**src/rtl/hbwd_pkg.sv**
```systemverilog
// ----------------------------------------------------------------------------
// hbwd_pkg
// shared types and constants of the heartbeat watchdog
// ----------------------------------------------------------------------------
package hbwd_pkg;

   localparam int CHANNELS = 16;
   localparam int CH_W     = 4;
   localparam int CNT_W    = 5;
   localparam int SEQ_W    = 24;
   localparam int AGE_W    = 16;
   localparam int TYPE_W   = 8;
   localparam int CSR_W    = 16;

   // request payload: channel, sequence, message type (padded to bytes)
   localparam int REQ_BITS = CH_W + SEQ_W + TYPE_W;
   localparam int REQ_W    = ((REQ_BITS + 7) / 8) * 8;
   // response payload: channel, matched, gap, expected sequence, echoed type
   localparam int RSP_BITS = CH_W + 1 + 1 + SEQ_W + TYPE_W;
   localparam int RSP_W    = ((RSP_BITS + 7) / 8) * 8;

   localparam logic [AGE_W-1:0]  AGE_MAX       = {AGE_W{1'b1}};
   localparam logic [AGE_W-1:0]  TIMEOUT_RESET = AGE_W'(10);
   localparam logic [CNT_W-1:0]  CHAN_RESET    = CNT_W'(16);
   localparam logic [CNT_W-1:0]  CHAN_MAX      = CNT_W'(CHANNELS);
   localparam logic [TYPE_W-1:0] TYPE_NONE     = '0;

   // register indexes
   localparam logic CSR_TIMEOUT  = 1'b0;
   localparam logic CSR_CHANNELS = 1'b1;

   // item and report kinds
   localparam logic KIND_BEAT = 1'b0;
   localparam logic KIND_TICK = 1'b1;

   typedef struct packed {
      logic capture;
      logic hb_commit;
      logic scan_step;
      logic flush;
   } hbwd_cmd_type;

   typedef struct packed {
      logic out_free;
      logic scan_end;
      logic step_blocked;
      logic pend_valid;
   } hbwd_status_type;

endpackage

```
**src/rtl/hbwd_ctrl.sv**
```systemverilog
// ----------------------------------------------------------------------------
// hbwd_ctrl
// sequencer for heartbeat checks and tick scans
// ----------------------------------------------------------------------------
module hbwd_ctrl import hbwd_pkg::*; (
   input  logic            clock,
   input  logic            reset,
   input  logic            req_tvalid,
   output logic            req_tready,
   input  logic            req_tuser,
   input  hbwd_status_type status,
   output hbwd_cmd_type    cmd
);

   typedef enum logic [2:0] {
      ST_IDLE  = 3'b001,
      ST_BEAT  = 3'b010,
      ST_SCAN  = 3'b100
   } state_type;

   state_type state_ff, state_in;

   always_ff @(posedge clock) begin
      if (reset) begin
         state_ff <= ST_IDLE;
      end else begin
         state_ff <= state_in;
      end
   end

   always_comb begin
      state_in   = state_ff;
      cmd        = '0;
      req_tready = 1'b0;
      unique case (state_ff)
         ST_IDLE: begin
            req_tready = 1'b1;
            if (req_tvalid) begin
               cmd.capture = 1'b1;
               state_in    = (req_tuser == KIND_TICK) ? ST_SCAN : ST_BEAT;
            end
         end
         ST_BEAT: begin
            if (status.out_free) begin
               cmd.hb_commit = 1'b1;
               state_in      = ST_IDLE;
            end
         end
         ST_SCAN: begin
            if (status.scan_end) begin
               if (!status.pend_valid) begin
                  state_in = ST_IDLE;
               end else if (status.out_free) begin
                  cmd.flush = 1'b1;
                  state_in  = ST_IDLE;
               end
            end else if (!status.step_blocked || status.out_free) begin
               cmd.scan_step = 1'b1;
            end
         end
         default: begin
            state_in = ST_IDLE;
         end
      endcase
   end

endmodule

```
**src/rtl/hbwd_dpath.sv**
```systemverilog
// ----------------------------------------------------------------------------
// hbwd_dpath
// channel state, config registers, scan pointer and response register
// ----------------------------------------------------------------------------
module hbwd_dpath import hbwd_pkg::*; (
   input  logic             clock,
   input  logic             reset,
   input  logic [REQ_W-1:0] req_tdata,
   input  logic             csr_we,
   input  logic             csr_index,
   input  logic [CSR_W-1:0] csr_wdata,
   input  hbwd_cmd_type     cmd,
   output hbwd_status_type  status,
   output logic             rsp_tvalid,
   input  logic             rsp_tready,
   output logic [RSP_W-1:0] rsp_tdata,
   output logic             rsp_tuser,
   output logic             rsp_tlast
);

   logic [AGE_W-1:0]  timeout_ff;
   logic [CNT_W-1:0]  chan_cfg_ff;
   logic [CH_W-1:0]   in_ch_ff;
   logic [SEQ_W-1:0]  in_seq_ff;
   logic [TYPE_W-1:0] in_type_ff;
   logic [SEQ_W-1:0]  seq_mem_ff [CHANNELS];
   logic [CHANNELS-1:0] known_ff;
   logic [AGE_W-1:0]  age_ff [CHANNELS];
   logic [CNT_W-1:0]  idx_ff, idx_in;
   logic              pend_valid_ff, pend_valid_in;
   logic [CH_W-1:0]   pend_ch_ff, pend_ch_in;

   logic              rsp_valid_ff, rsp_valid_in;
   logic              rsp_kind_ff;
   logic [CH_W-1:0]   rsp_ch_ff;
   logic              rsp_match_ff;
   logic              rsp_gap_ff;
   logic [SEQ_W-1:0]  rsp_exp_ff;
   logic [TYPE_W-1:0] rsp_type_ff;
   logic              rsp_last_ff;

   logic [CNT_W-1:0]  act_cnt;
   logic              hb_active;
   logic              hb_known;
   logic [SEQ_W-1:0]  hb_expect;
   logic [CH_W-1:0]   scan_ch;
   logic [AGE_W-1:0]  age_cur;
   logic [AGE_W-1:0]  age_inc;
   logic              expire;
   logic              out_free;
   logic              out_load;
   logic              load_beat;
   logic              load_last;

   assign act_cnt   = (chan_cfg_ff > CHAN_MAX) ? CHAN_MAX : chan_cfg_ff;
   assign hb_active = {1'b0, in_ch_ff} < act_cnt;
   assign hb_known  = hb_active && known_ff[in_ch_ff];
   assign hb_expect = seq_mem_ff[in_ch_ff] + SEQ_W'(1);

   assign scan_ch = idx_ff[CH_W-1:0];
   assign age_cur = age_ff[scan_ch];
   assign age_inc = (age_cur == AGE_MAX) ? age_cur : age_cur + AGE_W'(1);
   assign expire  = age_inc > timeout_ff;

   assign out_free  = !rsp_valid_ff || rsp_tready;
   assign load_beat = cmd.hb_commit;
   assign load_last = cmd.hb_commit || cmd.flush;
   assign out_load  = cmd.hb_commit || cmd.flush || (cmd.scan_step && expire && pend_valid_ff);

   assign status.out_free     = out_free;
   assign status.scan_end     = idx_ff >= act_cnt;
   assign status.step_blocked = expire && pend_valid_ff;
   assign status.pend_valid   = pend_valid_ff;

   // config registers
   always_ff @(posedge clock) begin
      if (reset) begin
         timeout_ff  <= TIMEOUT_RESET;
         chan_cfg_ff <= CHAN_RESET;
      end else if (csr_we) begin
         unique case (csr_index)
            CSR_TIMEOUT:  timeout_ff  <= csr_wdata[AGE_W-1:0];
            CSR_CHANNELS: chan_cfg_ff <= csr_wdata[CNT_W-1:0];
            default:      ;
         endcase
      end
   end

   // captured request payload
   always_ff @(posedge clock) begin
      if (cmd.capture) begin
         in_ch_ff   <= req_tdata[CH_W-1:0];
         in_seq_ff  <= req_tdata[CH_W +: SEQ_W];
         in_type_ff <= req_tdata[CH_W+SEQ_W +: TYPE_W];
      end
   end

   // last sequence store, written only on an accepted heartbeat
   always_ff @(posedge clock) begin
      if (cmd.hb_commit && hb_active) begin
         seq_mem_ff[in_ch_ff] <= in_seq_ff;
      end
   end

   // ages and known flags
   always_ff @(posedge clock) begin
      if (reset) begin
         known_ff <= '0;
         for (int i = 0; i < CHANNELS; i++) begin
            age_ff[i] <= '0;
         end
      end else if (cmd.hb_commit && hb_active) begin
         known_ff[in_ch_ff] <= 1'b1;
         age_ff[in_ch_ff]   <= '0;
      end else if (cmd.scan_step) begin
         if (expire) begin
            known_ff[scan_ch] <= 1'b0;
            age_ff[scan_ch]   <= '0;
         end else begin
            age_ff[scan_ch]   <= age_inc;
         end
      end
   end

   // scan pointer and the held-back timeout report
   always_comb begin
      idx_in        = idx_ff;
      pend_valid_in = pend_valid_ff;
      pend_ch_in    = pend_ch_ff;
      if (cmd.capture) begin
         idx_in        = '0;
         pend_valid_in = 1'b0;
      end else if (cmd.scan_step) begin
         idx_in = idx_ff + CNT_W'(1);
         if (expire) begin
            pend_valid_in = 1'b1;
            pend_ch_in    = scan_ch;
         end
      end else if (cmd.flush) begin
         pend_valid_in = 1'b0;
      end
   end

   always_ff @(posedge clock) begin
      if (reset) begin
         idx_ff        <= '0;
         pend_valid_ff <= 1'b0;
      end else begin
         idx_ff        <= idx_in;
         pend_valid_ff <= pend_valid_in;
      end
      pend_ch_ff <= pend_ch_in;
   end

   // response register
   always_comb begin
      rsp_valid_in = rsp_valid_ff;
      if (out_load) begin
         rsp_valid_in = 1'b1;
      end else if (rsp_tready) begin
         rsp_valid_in = 1'b0;
      end
   end

   always_ff @(posedge clock) begin
      if (reset) begin
         rsp_valid_ff <= 1'b0;
      end else begin
         rsp_valid_ff <= rsp_valid_in;
      end
   end

   always_ff @(posedge clock) begin
      if (out_load) begin
         rsp_last_ff <= load_last;
         if (load_beat) begin
            rsp_kind_ff  <= KIND_BEAT;
            rsp_ch_ff    <= in_ch_ff;
            rsp_match_ff <= hb_active;
            rsp_gap_ff   <= hb_known && (in_seq_ff != hb_expect);
            rsp_exp_ff   <= hb_known ? hb_expect : '0;
            rsp_type_ff  <= in_type_ff;
         end else begin
            rsp_kind_ff  <= KIND_TICK;
            rsp_ch_ff    <= pend_ch_ff;
            rsp_match_ff <= 1'b0;
            rsp_gap_ff   <= 1'b0;
            rsp_exp_ff   <= '0;
            rsp_type_ff  <= TYPE_NONE;
         end
      end
   end

   assign rsp_tvalid = rsp_valid_ff;
   assign rsp_tuser  = rsp_kind_ff;
   assign rsp_tlast  = rsp_last_ff;
   assign rsp_tdata  = RSP_W'({rsp_type_ff, rsp_exp_ff, rsp_gap_ff, rsp_match_ff, rsp_ch_ff});

endmodule

```
**src/rtl/multi_channel_heartbeat_watchdog_unit.sv**
```systemverilog
// ----------------------------------------------------------------------------
// multi_channel_heartbeat_watchdog_unit
// supervises up to sixteen heartbeat sources: sequence checks and timeouts
// ----------------------------------------------------------------------------
//
//   channel   dir   payload                                   framing
//   req_      in    tuser kind, tdata channel/seq/type        one transfer per item
//   rsp_      out   tuser report kind, tdata report fields    tlast on final report
//   csr_      in    index 0 timeout, index 1 channel count    write only
//
// a heartbeat is loaded into the response register from the beat state once
// that register is free, and the unit takes no new item until it is back idle
// a tick walks the active channels one per cycle while no due report waits on
// a stalled response, then flushes any held-back report before the next item
// each timeout report is held back until the next expiring channel or the end
// of the scan, so the final one can carry tlast
// a stalled response stalls the scan only when a further report is due
// reset clears ages, known flags and the control state, and sets config to its defaults
//
module multi_channel_heartbeat_watchdog_unit import hbwd_pkg::*; (
   input  logic             clock,
   input  logic             reset,
   input  logic             req_tvalid,
   output logic             req_tready,
   input  logic [REQ_W-1:0] req_tdata,   // channel, sequence_req, message_type
   input  logic             req_tuser,   // kind
   output logic             rsp_tvalid,
   input  logic             rsp_tready,
   output logic [RSP_W-1:0] rsp_tdata,   // report_channel, matched, sequence_gap,
                                         // expected_sequence, echoed_type
   output logic             rsp_tuser,   // report_kind
   output logic             rsp_tlast,
   input  logic             csr_we,
   input  logic             csr_index,
   input  logic [CSR_W-1:0] csr_wdata
);

   hbwd_cmd_type    cmd;
   hbwd_status_type status;

   hbwd_ctrl u_ctrl (
      .clock      (clock),
      .reset      (reset),
      .req_tvalid (req_tvalid),
      .req_tready (req_tready),
      .req_tuser  (req_tuser),
      .status     (status),
      .cmd        (cmd)
   );

   hbwd_dpath u_dpath (
      .clock      (clock),
      .reset      (reset),
      .req_tdata  (req_tdata),
      .csr_we     (csr_we),
      .csr_index  (csr_index),
      .csr_wdata  (csr_wdata),
      .cmd        (cmd),
      .status     (status),
      .rsp_tvalid (rsp_tvalid),
      .rsp_tready (rsp_tready),
      .rsp_tdata  (rsp_tdata),
      .rsp_tuser  (rsp_tuser),
      .rsp_tlast  (rsp_tlast)
   );

`ifndef SYNTHESIS
   // one item at a time: busy straight after an accepted transfer
   a_busy_after_accept: assert property (@(posedge clock) disable iff (reset)
      req_tvalid && req_tready |=> !req_tready)
      else $error("request accepted while still busy");

   // heartbeat reports are always the only report of their item
   a_beat_is_last: assert property (@(posedge clock) disable iff (reset)
      rsp_tvalid && (rsp_tuser == KIND_BEAT) |-> rsp_tlast)
      else $error("heartbeat report without tlast");

   // timeout reports carry no match, no gap and no echoed type
   a_timeout_clean: assert property (@(posedge clock) disable iff (reset)
      rsp_tvalid && (rsp_tuser == KIND_TICK) |-> (rsp_tdata[5:4] == 2'b00) &&
      (rsp_tdata[RSP_BITS-1:CH_W+2] == '0))
      else $error("timeout report with payload set");

   // an unmatched heartbeat never flags a gap
   a_no_gap_unmatched: assert property (@(posedge clock) disable iff (reset)
      rsp_tvalid && !rsp_tdata[4] |-> !rsp_tdata[5])
      else $error("sequence gap on unmatched report");
`endif

endmodule
```
**config.mk**
```make
export PLATFORM = sky130hd
export DESIGN_NAME = multi_channel_heartbeat_watchdog_unit
export DESIGN_NICKNAME = d
export VERILOG_FILES = /design/src/rtl/hbwd_pkg.sv /design/src/rtl/hbwd_ctrl.sv /design/src/rtl/hbwd_dpath.sv /design/src/rtl/multi_channel_heartbeat_watchdog_unit.sv
export SDC_FILE = /design/constraint.sdc
export NUM_CORES = 1
export LEC_CHECK = 0
export BUFFER_PORTS_ARGS = -buffer_cell sky130_fd_sc_hd__buf_2
export CORE_MARGIN = 1.5
export CORE_UTILIZATION = 30
export DETAILED_ROUTE_END_ITERATION = 10
export PLACE_DENSITY = 0.54
export SETUP_SLACK_MARGIN = 0.2
export SYNTH_ARGS = -nofsm -noshare
export SYNTH_HDL_FRONTEND = slang
export SYNTH_HIERARCHICAL = 1
export SYNTH_SLANG_ARGS = --single-unit
```
**constraint.sdc**
```tcl
create_clock -name clock -period 10.52 [get_ports clock]
set_input_delay 2.104 -clock clock [delete_from_list [all_inputs] [get_ports clock]]
set_output_delay 2.104 -clock clock [all_outputs]
set_load 0.05 [all_outputs]
```
# ---- Word-level counts from Yosys, hierarchy flattened
# Memories as Yosys holds them, arrays and structs flattened. A register that Yosys moved wholly into a read port is not among the register bits.
# Cells that the tools add are included.
dict set report word_totals {
  memories 2
  out_inout_bits 44
  word_cells 133
  mem_bits_rw 640
  ff_bits 127
  input_bits 63
}
# name depth width rd rd_clocked_by_memory_dff write_ports line
set memory_table {}
lappend memory_table {u_dpath.seq_mem_ff 16 24 1 1 1 hbwd_dpath.sv:26} ;# logic [SEQ_W-1:0] seq_mem_ff [CHANNELS];
lappend memory_table {u_dpath.age_ff 16 16 1 1 16 hbwd_dpath.sv:28} ;# logic [AGE_W-1:0] age_ff [CHANNELS];
dict set report classes {
  bitwise 6
  reduce_logical 28
  addsub 3
  n_mux 60
  eq_ne 8
  order_cmp 8
}
# operator count
set ops {}
lappend ops {{two-way mux 16 bit} 7}
lappend ops {{two-way mux 1 bit} 36}
lappend ops {{OR reduction 16 bit} 2}
lappend ops {{adder 24 x 1 -> 24 bit (second input constant)} 1}
lappend ops {{two-way mux 4 bit} 6}
lappend ops {{!= test 24 bit} 1}
lappend ops {{adder 16 x 1 -> 16 bit (second input constant)} 1}
lappend ops {{bitwise AND 16 bit} 1}
lappend ops {{equality test 16 bit (second input constant)} 1}
lappend ops {{> comparator 16 bit} 1}
lappend ops {{inverter 16 bit} 1}
lappend ops {{OR 16 bit} 1}
lappend ops {{two-way mux 3 bit} 5}
lappend ops {{AND reduction 2 bit} 6}
lappend ops {{< comparator 4 x 5 -> 1 bit (second input constant)} 2}
lappend ops {{case mux 3 bit (3 select lines)} 1}
lappend ops {{demux 1 bit (select 4 bit)} 2}
lappend ops {{greater-or-equal comparator 4 x 1 -> 1 bit (second input constant)} 2}
lappend ops {{logical AND 1 bit} 8}
lappend ops {{nonzero test 2 bit} 4}
lappend ops {{!= test 2 bit (second input constant)} 3}
lappend ops {{adder 5 x 1 -> 5 bit (second input constant)} 1}
lappend ops {{greater-or-equal comparator 5 bit} 1}
lappend ops {{> comparator 5 bit (second input constant)} 1}
lappend ops {{13 further kinds} 18}

# ---- Longest topological paths before layout
# Gate-level depths: netlist (run 1).
dict set report depth {
  word_depth 16
  depth_mapped 30
  ltp_nobuf 23
}

# ---- Modules after synthesis
# The synthesis (run 1) kept the hierarchy.
# mod cells_each area_each_um2 instances seq_area_each_um2
set modules_own_cells {}
lappend modules_own_cells {hbwd_dpath 2034 32771.4 1 22661.7}
lappend modules_own_cells {hbwd_ctrl 29 242.7 1 60.1}

# ---- Worst setup path before layout (run 1)
# No wires, ideal clock.
dict set report synth_timing {
  path_kind {register to register}
  from {register (tool-made name)}
  to {memory u_dpath.age_ff[0][0], enable pin}
  path_buffers 6
  setup_time_ps 375
  slack_ps 4232
  period_less_slack_ps 6288
  required_ps 10145
  arrival_time_ps 5914
  path_stages_with_launch 27
  cell_sequence {dfxtp_1 -> buf_2 -> buf_2 -> buf_2 -> buf_2 -> mux4_2 -> mux4_2 -> ha_1 -> nand2_1 -> or4_1 -> buf_2 -> nand2_2 -> a21oi_1 -> xor2_1 -> mux2i_1 -> ha_1 -> nand4_1 -> or2_2 -> o32a_1 -> and2_1 -> nor2b_1 -> nor3_1 -> clkbuf_1 -> a31oi_1 -> nor2_1 -> nand2_1 -> nand2b_1}
}
# element line
set synth_lines {}
lappend synth_lines {{end, declared} hbwd_dpath.sv:28}

==> flow_metrics.py, run 1 <==
metrics = {
    "run_status": {
        "run_status": "completed",
    },
    "synthesis": {
        "synth_area_leaders": "sky130_fd_sc_hd__edfxtp_1, sky130_fd_sc_hd__mux4_2, sky130_fd_sc_hd__nor2_1",
        "netlist-cell-type-count": 83,
        "ys_ff_latch": 775,
        "syn_area_um2": 33000,
        "yosys_warnings": 6,
        "synth_enable_flop_cells": 720,
        "synth_area_per_cell_um2": 16.0,
        "postSynth.asyncResetShare": 0,
        "netlist.area_leader.share": 0.655,
        "synth-main-ff-cell": "sky130_fd_sc_hd__edfxtp_1",
        "largest_area_contributor_in_the_synthesized_netlist": "sky130_fd_sc_hd__edfxtp_1",
        "ys_seq_area_frac": 0.688,
        "syn_inst": 2063,
    },
    "clock_tree": {
        "cts_root_buffer": "sky130_fd_sc_hd__clkbuf_16",
        "post_cts_resize_count": 0,
        "clock_insertion_delay_worst_skew_ps": 680,
        "cts_inserted_buffers": 86,
        "cts-root-to-sink-buffers": 3,
        "post_cts_setup_repair_buffer_count": 0,
        "number_of_hold_repair_buffers_added_at_the_cts_stage": 0,
        "clk_transition_reported_paths_ps": 60,
        "cts.htree.levels": 3,
        "tritoncts": "built",
        "cts.sinks": 775,
    },
    "placed_design": {
        "dpl_worst_slack_ps": 1700,
        "quantity_of_i_o_buffers_inserted_on_ports": 100,
        "globalplace.congestion": 0.887,
        "dp_hpwl_mm": 52.2,
    },
    "finish": {
        "layout_common_cells": "sky130_fd_sc_hd__edfxtp_1, sky130_fd_sc_hd__nor2_1, sky130_fd_sc_hd__mux4_2, sky130_fd_sc_hd__nand2_1, sky130_fd_sc_hd__buf_2",
        "finalNetCount": 2272,
        "post_route_cells_drive_above_1_share": 0.208,
        "area_growth_pct": 14.7,
        "nFillCells": 10400,
        "most_common_cell_after_layout_fill_and_taps_aside": "sky130_fd_sc_hd__edfxtp_1",
    },
    "hold_path": {
        "worstHoldPathCells": 2,
        "min-delay-path-class": "reg -> reg",
        "worst_min_path_start": "u_dpath/timeout_ff[12]",
        "hold-path-endpoint": "u_dpath/timeout_ff[12]",
    },
    "sta": {
        "worst-slew-pin-transition_ps": 1260,
        "finalMaxSlewViolations": 0,
        "setup_tns_ps": 0,
        "worst_slack_ps": 1720,
        "grt_setup_unrepaired": "no",
        "clock-skew-final_ps": 70.4,
        "hold_violations": 0,
        "min_period_ps": 8800,
        "post-route-period-util": 0.837,
        "slew_headroom": 0.161,
        "setup_violations": 0,
        "max_clock_freq_ghz": 0.114,
    },
    "global_routing": {
        "vias_in_the_first_global_route": 19000,
        "grt_antenna_before_repair": 1,
        "grt_util_all_layers": 0.151,
        "grt_start_max_net_pins": 62,
        "globalRoute.totalOverflow": 0,
        "grt_first_pass_wirelength_mm": 125,
    },
    "setup_path": {
        "worst_r2r_path_depth": 23,
        "timing.critical_path.required_ps": 10960,
        "reg2reg_setup_slack_ps": 1720,
        "critPathCaptureType": "flip-flop",
        "cp_data_arrival_time_ps": 9240,
        "path_class": "reg -> reg",
        "r2r_end": "u_dpath/age_ff[2][6]",
        "crit_path_start_kind": "flip-flop",
        "worst-path-max-fanout": 47,
    },
    "power_and_ir_drop": {
        "power-per-cell-area_nw_per_um2": 184,
        "leakage_uw": 0.0122,
        "post-layout-total-power_uw": 6970,
        "worst_ir_drop_vdd_uv": 121,
    },
    "route": {
        "detail_route.iter0.violations": 1503,
        "route.detailed.drc": 0,
        "num_vias": 18500,
        "postRouteWirelength_mm": 84.9,
        "drt_pre_antenna_iters": 5,
        "per_cell_via_count_in_the_routed_design": 5.04,
        "route.detailed.wl_per_inst_um": 23.2,
        "antenna_violating_nets_post_route": 0,
    },
    "die": {
        "boundaryPins": 107,
        "core_um2": 109000,
        "die_x_um": 335,
        "die_y_extent_um": 335,
        "area_enclosed_by_the_die_boundary_um2": 112000,
        "std_cell_rows": 121,
        "initial_utilization": 0.303,
    },
    "job": {
        "max-cap-violations": 0,
    },
}
-- per-layer routing --
layer,track usage,part of all wire,vias up
met4,0.0433,0.021,0
met1,0.197,0.42,9613
li1,-,-,8177
met2,0.260,0.51,560
met3,0.0215,0.052,110
met5,0,0,-
-- flip-flops by register name, indices dropped and copies added (netlist names), 5 cells and up, named ones only --
signal / flops
u_dpath/rsp_exp_ff: 24
u_dpath/age_ff: 256
u_dpath/seq_mem_ff: 384
u_dpath/rsp_type_ff: 8
u_dpath/chan_cfg_ff: 5
u_dpath/timeout_ff: 16
u_dpath/in_type_ff: 8
u_dpath/idx_ff: 5
u_dpath/in_seq_ff: 24
u_dpath/known_ff: 16
-- kinds of logic after synthesis --
| logic type | count (synthesis) | synth area share |
|---|---|---|
| adders and majority gates | 30 | 0.0114 |
| buffers and inverters | 152 | 0.0255 |
| AOI/OAI and AO/OA | 161 | 0.0349 |
| xor gates and xnor gates | 53 | 0.0149 |
| muxes | 217 | 0.132 |
| other | 1 | 0.000114 |
| and+or+nand+nor | 674 | 0.0929 |
| DFF | 775 | 0.688 |
-- synth_stat cells (12+ instances only) --
cell and count:
sky130_fd_sc_hd__mux2i_1 39, sky130_fd_sc_hd__dfxtp_1 55, sky130_fd_sc_hd__nand3_1 35, sky130_fd_sc_hd__nor2_1 344
sky130_fd_sc_hd__buf_2 25, sky130_fd_sc_hd__a22oi_1 13, sky130_fd_sc_hd__nand2b_1 29, sky130_fd_sc_hd__nand2_1 131
sky130_fd_sc_hd__mux4_1 22, sky130_fd_sc_hd__and3_1 14, sky130_fd_sc_hd__xor2_1 15, sky130_fd_sc_hd__a21oi_1 39
sky130_fd_sc_hd__a211oi_1 25, sky130_fd_sc_hd__nor3_1 15, sky130_fd_sc_hd__clkbuf_1 57, sky130_fd_sc_hd__edfxtp_1 720
sky130_fd_sc_hd__nor2b_1 19, sky130_fd_sc_hd__buf_4 14, sky130_fd_sc_hd__buf_6 12, sky130_fd_sc_hd__xnor2_1 36
sky130_fd_sc_hd__nand4_1 18, sky130_fd_sc_hd__ha_1 30, sky130_fd_sc_hd__inv_1 30, sky130_fd_sc_hd__mux4_2 145
sky130_fd_sc_hd__and2_1 12
-- layout make-up --
cell class,instances,area (um2),share of cell area
clock inverters,52,588,0.0155
diodes,1,2.50,0.0000661
clock buffers,106,2250,0.0593
inverters,32,120,0.00317
repair buffers,147,866,0.0229
flip-flops and latches,775,22700,0.600
well taps,1414,1770,0.0467
multi-input cells,1137,9550,0.252
-- worst max-delay path by stage --
stage,cells after the start,slack (ps),end,startpoint
6_report,23,1720,u_dpath/age_ff[2][6],flip-flop
5_1_grt,23,1060,u_dpath/age_ff[2][6],flip-flop
4_1_cts,23,1690,u_dpath/age_ff[2][6],flip-flop
3_5_place_dp,23,1700,u_dpath/age_ff[2][6],flip-flop
3_3_place_gp,23,1980,u_dpath/age_ff[8][6],flip-flop
2_1_floorplan,26,4230,u_dpath/age_ff[0][0],flip-flop
-- critical path, stage by stage, from the launching register on --
cell and delay, ps:
sky130_fd_sc_hd__dfxtp_4 1050, sky130_fd_sc_hd__buf_12 290, sky130_fd_sc_hd__mux4_2 510, sky130_fd_sc_hd__mux2i_1 370, sky130_fd_sc_hd__a211oi_1 160, sky130_fd_sc_hd__o2111ai_1 490, sky130_fd_sc_hd__or4_1 360, sky130_fd_sc_hd__nand2_2 140
sky130_fd_sc_hd__a21oi_1 160, sky130_fd_sc_hd__xor2_1 300, sky130_fd_sc_hd__mux2i_1 160, sky130_fd_sc_hd__ha_1 310, sky130_fd_sc_hd__a21o_1 160, sky130_fd_sc_hd__a21o_1 160, sky130_fd_sc_hd__a21oi_1 150, sky130_fd_sc_hd__o21ai_0 130
sky130_fd_sc_hd__o32a_1 310, sky130_fd_sc_hd__and2_1 210, sky130_fd_sc_hd__nor2b_1 120, sky130_fd_sc_hd__nor3_1 210, sky130_fd_sc_hd__nand3b_1 540, sky130_fd_sc_hd__nor2_1 1120, sky130_fd_sc_hd__nand2_1 820, sky130_fd_sc_hd__nor2_1 300
-- report_power, final --
group	internal (uW)	switching [uW]	leakage, uW	total (uW)
Combinational	201	291	0.00351	491
Clock	1730	1250	0.00137	2980
Sequential	3430	62.0	0.00729	3490
Total	5360	1610	0.0122	6970
-- per-stage QoR --
step	std cells	hold slack, ps	utilization	instance area, um2
floorplan	2064	436	-	33000
global placement	3505	455	0.321	35000
detailed placement	3505	448	0.321	35000
CTS	3663	455	0.347	37900
global route	3663	487	0.347	37900
finish	3664	455	0.347	37900
(Power assumes the default switching activity.)
==> run 2, diff against run 1 <==
--- a/config.mk
+++ b/config.mk
@@ -5,6 +5,7 @@
 export SDC_FILE = /design/constraint.sdc
 export NUM_CORES = 1
 export LEC_CHECK = 0
+export ABC_AREA = 1
 export BUFFER_PORTS_ARGS = -buffer_cell sky130_fd_sc_hd__buf_2
 export CORE_MARGIN = 1.5
 export CORE_UTILIZATION = 30
==> constraint.sdc (replaced) <==
create_clock -name clock -period 8.8 [get_ports clock]
set_input_delay 1.76 -clock clock [delete_from_list [all_inputs] [get_ports clock]]
set_output_delay 1.76 -clock clock [all_outputs]
set_load 0.05 [all_outputs]
==> run 2 against run 1 <==
Clock power increased by 22%; synthesized cell count up 60%; sequential share of layout area fell by 2.7 points; non-clock buffer count is 21 higher; critical path depth is 8 higher; total power up 34%; final cell count increased by 35%; fmax up 24%.
==> flow_metrics.py, run 2 <==
metrics = {
    "run_status": {
        "run_status": "completed",
    },
    "setup_path": {
        "worst-path-max-fanout": 49,
        "worst_path_largest_cell_delay_ps": 740,
        "cp_data_arrival_time_ps": 7470,
        "timing.critical_path.buf_inv": 5,
        "top_cell_family_by_delay_on_the_critical_path": "simple AND/OR/NAND/NOR gates",
        "path_class": "reg -> reg",
        "crit_path_start_kind": "flip-flop",
        "critPathMostFrequentCell": "sky130_fd_sc_hd__nand2_1",
        "timing.critical_path.required_ps": 9160,
        "timing.critical_path.slowest_stage_cell": "sky130_fd_sc_hd__dfxtp_2",
        "critPathCaptureType": "flip-flop",
    },
    "synthesis": {
        "ys_seq_area_frac": 0.651,
        "syn_area_um2": 34900,
        "yosys.cell_count.top_type": "sky130_fd_sc_hd__edfxtp_1",
        "netlist.area_leader.share": 0.620,
        "netlist-cell-type-count": 51,
        "synth.cells.most_frequent": "sky130_fd_sc_hd__edfxtp_1, sky130_fd_sc_hd__nand2_1, sky130_fd_sc_hd__nor2_1",
        "synth_area_per_cell_um2": 10.6,
        "ys_ff_latch": 775,
        "largest_area_contributor_in_the_synthesized_netlist": "sky130_fd_sc_hd__edfxtp_1",
        "postSynth.asyncResetShare": 0,
        "synth_enable_flop_cells": 720,
        "syn_inst": 3296,
        "synth_area_leaders": "sky130_fd_sc_hd__edfxtp_1, sky130_fd_sc_hd__nand2_1, sky130_fd_sc_hd__nor2_1",
        "yosys_warnings": 6,
        "synth-main-ff-cell": "sky130_fd_sc_hd__edfxtp_1",
    },
    "sta": {
        "grt_setup_unrepaired": "no",
        "max_clock_freq_ghz": 0.141,
        "min_period_ps": 7110,
        "post-route-period-util": 0.808,
        "hold_violations": 0,
        "finalMaxSlewViolations": 0,
        "worst_slack_ps": 1690,
        "setup_violations": 0,
        "slew_headroom": 0.232,
        "setup_tns_ps": 0,
        "clock-skew-final_ps": 35.1,
        "worst-slew-pin-transition_ps": 1150,
    },
    "global_routing": {
        "grt_start_max_net_pins": 129,
        "vias_in_the_first_global_route": 22700,
        "grt_antenna_before_repair": 6,
        "grt_util_all_layers": 0.161,
        "globalRoute.totalOverflow": 0,
        "grt_first_pass_wirelength_mm": 143,
    },
    "route": {
        "postRouteWirelength_mm": 96.3,
        "route.detailed.wl_per_inst_um": 19.4,
        "antenna_violating_nets_post_route": 0,
        "route.detailed.drc": 0,
        "detail_route.iter0.violations": 2211,
        "drt_pre_antenna_iters": 6,
        "num_vias": 23900,
        "per_cell_via_count_in_the_routed_design": 4.82,
    },
    "die": {
        "std_cell_rows": 124,
        "die_y_extent_um": 344,
        "die_x_um": 344,
        "initial_utilization": 0.304,
        "area_enclosed_by_the_die_boundary_um2": 118000,
        "core_um2": 115000,
        "boundaryPins": 107,
    },
    "clock_tree": {
        "clock_insertion_delay_worst_skew_ps": 660,
        "post_cts_setup_repair_buffer_count": 0,
        "cts.htree.levels": 3,
        "tritoncts": "built",
        "cts-root-to-sink-buffers": 3,
        "cts_root_buffer": "sky130_fd_sc_hd__clkbuf_16",
        "cts_inserted_buffers": 84,
        "clk_transition_reported_paths_ps": 60,
        "number_of_hold_repair_buffers_added_at_the_cts_stage": 0,
        "post_cts_resize_count": 0,
        "cts.sinks": 775,
    },
    "power_and_ir_drop": {
        "power-per-cell-area_nw_per_um2": 236,
        "worst_ir_drop_vdd_uv": 143,
        "leakage_uw": 0.0147,
    },
    "hold_path": {
        "min-delay-path-class": "reg -> reg",
        "worst_min_path_start": "u_dpath/timeout_ff[2]",
    },
    "finish": {
        "area_growth_pct": 13.6,
        "diodes": 0,
        "layout_common_cells": "sky130_fd_sc_hd__edfxtp_1, sky130_fd_sc_hd__nand2_1, sky130_fd_sc_hd__nor2_1, sky130_fd_sc_hd__nand3_1, sky130_fd_sc_hd__o21ai_0",
        "largest_register_ff_count": 384,
        "nFillCells": 11500,
        "area_occupied_by_multi_input_gates_um2": 10200,
        "most_common_cell_after_layout_fill_and_taps_aside": "sky130_fd_sc_hd__edfxtp_1",
        "finalNetCount": 3464,
        "post_route_cells_drive_above_1_share": 0.128,
        "max_flop_register": "u_dpath/seq_mem_ff",
        "largestRegisters": "u_dpath/seq_mem_ff (384), u_dpath/age_ff (256)",
        "layout.core_utilization": 0.345,
        "regArea_um2": 22700,
    },
    "placed_design": {
        "dpl_worst_slack_ps": 1740,
        "globalplace.congestion": 0.861,
        "quantity_of_i_o_buffers_inserted_on_ports": 100,
        "dp_hpwl_mm": 57.1,
    },
    "job": {
        "max-cap-violations": 0,
    },
}
## run 2: cell types whose count changed in the layout (fill, tap and decap cells not counted), moves of 39 or more
cell / before / now
sky130_fd_sc_hd__nand2_1: 131 / 625
sky130_fd_sc_hd__nor2_1: 335 / 590
sky130_fd_sc_hd__nand3_1: 35 / 256
sky130_fd_sc_hd__o21ai_0: 9 / 220
sky130_fd_sc_hd__inv_1: 29 / 211
sky130_fd_sc_hd__mux4_2: 145 / 0
sky130_fd_sc_hd__o211ai_1: 1 / 50
sky130_fd_sc_hd__mux2i_1: 39 / 0
## run 2: per-layer routing
layer | share of wire | GRT usage
met5 | 0.00027 | 0
met4 | 0.031 | 0.0549
met3 | 0.076 | 0.0359
met2 | 0.45 | 0.253
met1 | 0.44 | 0.220
## run 2: cell type report
class                   count  share of cell area
multi-input cells        2109               0.258
repair buffers            168              0.0268
flip-flops and latches    775               0.573
clock buffers             105              0.0566
well taps                1512              0.0477
inverters                 233              0.0224
clock inverters            51              0.0149
## run 2: where the power goes
group	switching [uW]	internal, uW	total, uW
Combinational	1030	401	1430
Sequential	118	4160	4280
Clock	1480	2140	3630
Total	2640	6700	9340
## run 2: logic make-up after synthesis
logic type | synth area share
xor+xnor | 0.00506
flops | 0.651
fa+ha+maj | 0.0108
other cells | 0.000107
compound gates | 0.0716
simple gates | 0.202
buf+inv | 0.0593
## run 2: final timing paths
check                          endpoint  slack [ps]  cells past startpoint
setup / recovery   u_dpath/age_ff[1][3]        1690                     31
hold / removal    u_dpath/timeout_ff[2]         460                      2
setup reg to reg   u_dpath/age_ff[1][3]        1690                     31
hold reg to reg   u_dpath/timeout_ff[2]         460                      2
## run 2: worst register-to-register path: cells and delay by family (launching register included)
kind / cells / cell delay, ps
and+or+nand+nor: 16 / 2730
AOI/OAI and AO/OA: 8 / 1790
buffers and inverters: 5 / 1080
DFF: 1 / 740
adders and majority gates: 2 / 490
## run 2: metrics by stage
step | hold slack, ps | cells | instance area [um2] | power, uW
final | 464 | 4953 | 39600 | 9340
after detailed placement | 457 | 4797 | 36800 | 5790
after global placement | 455 | 4797 | 36800 | 5780
after CTS | 468 | 4953 | 39600 | 9440
after global routing | 491 | 4953 | 39600 | 9750
after floorplan | 430 | 3297 | 34900 | 5390
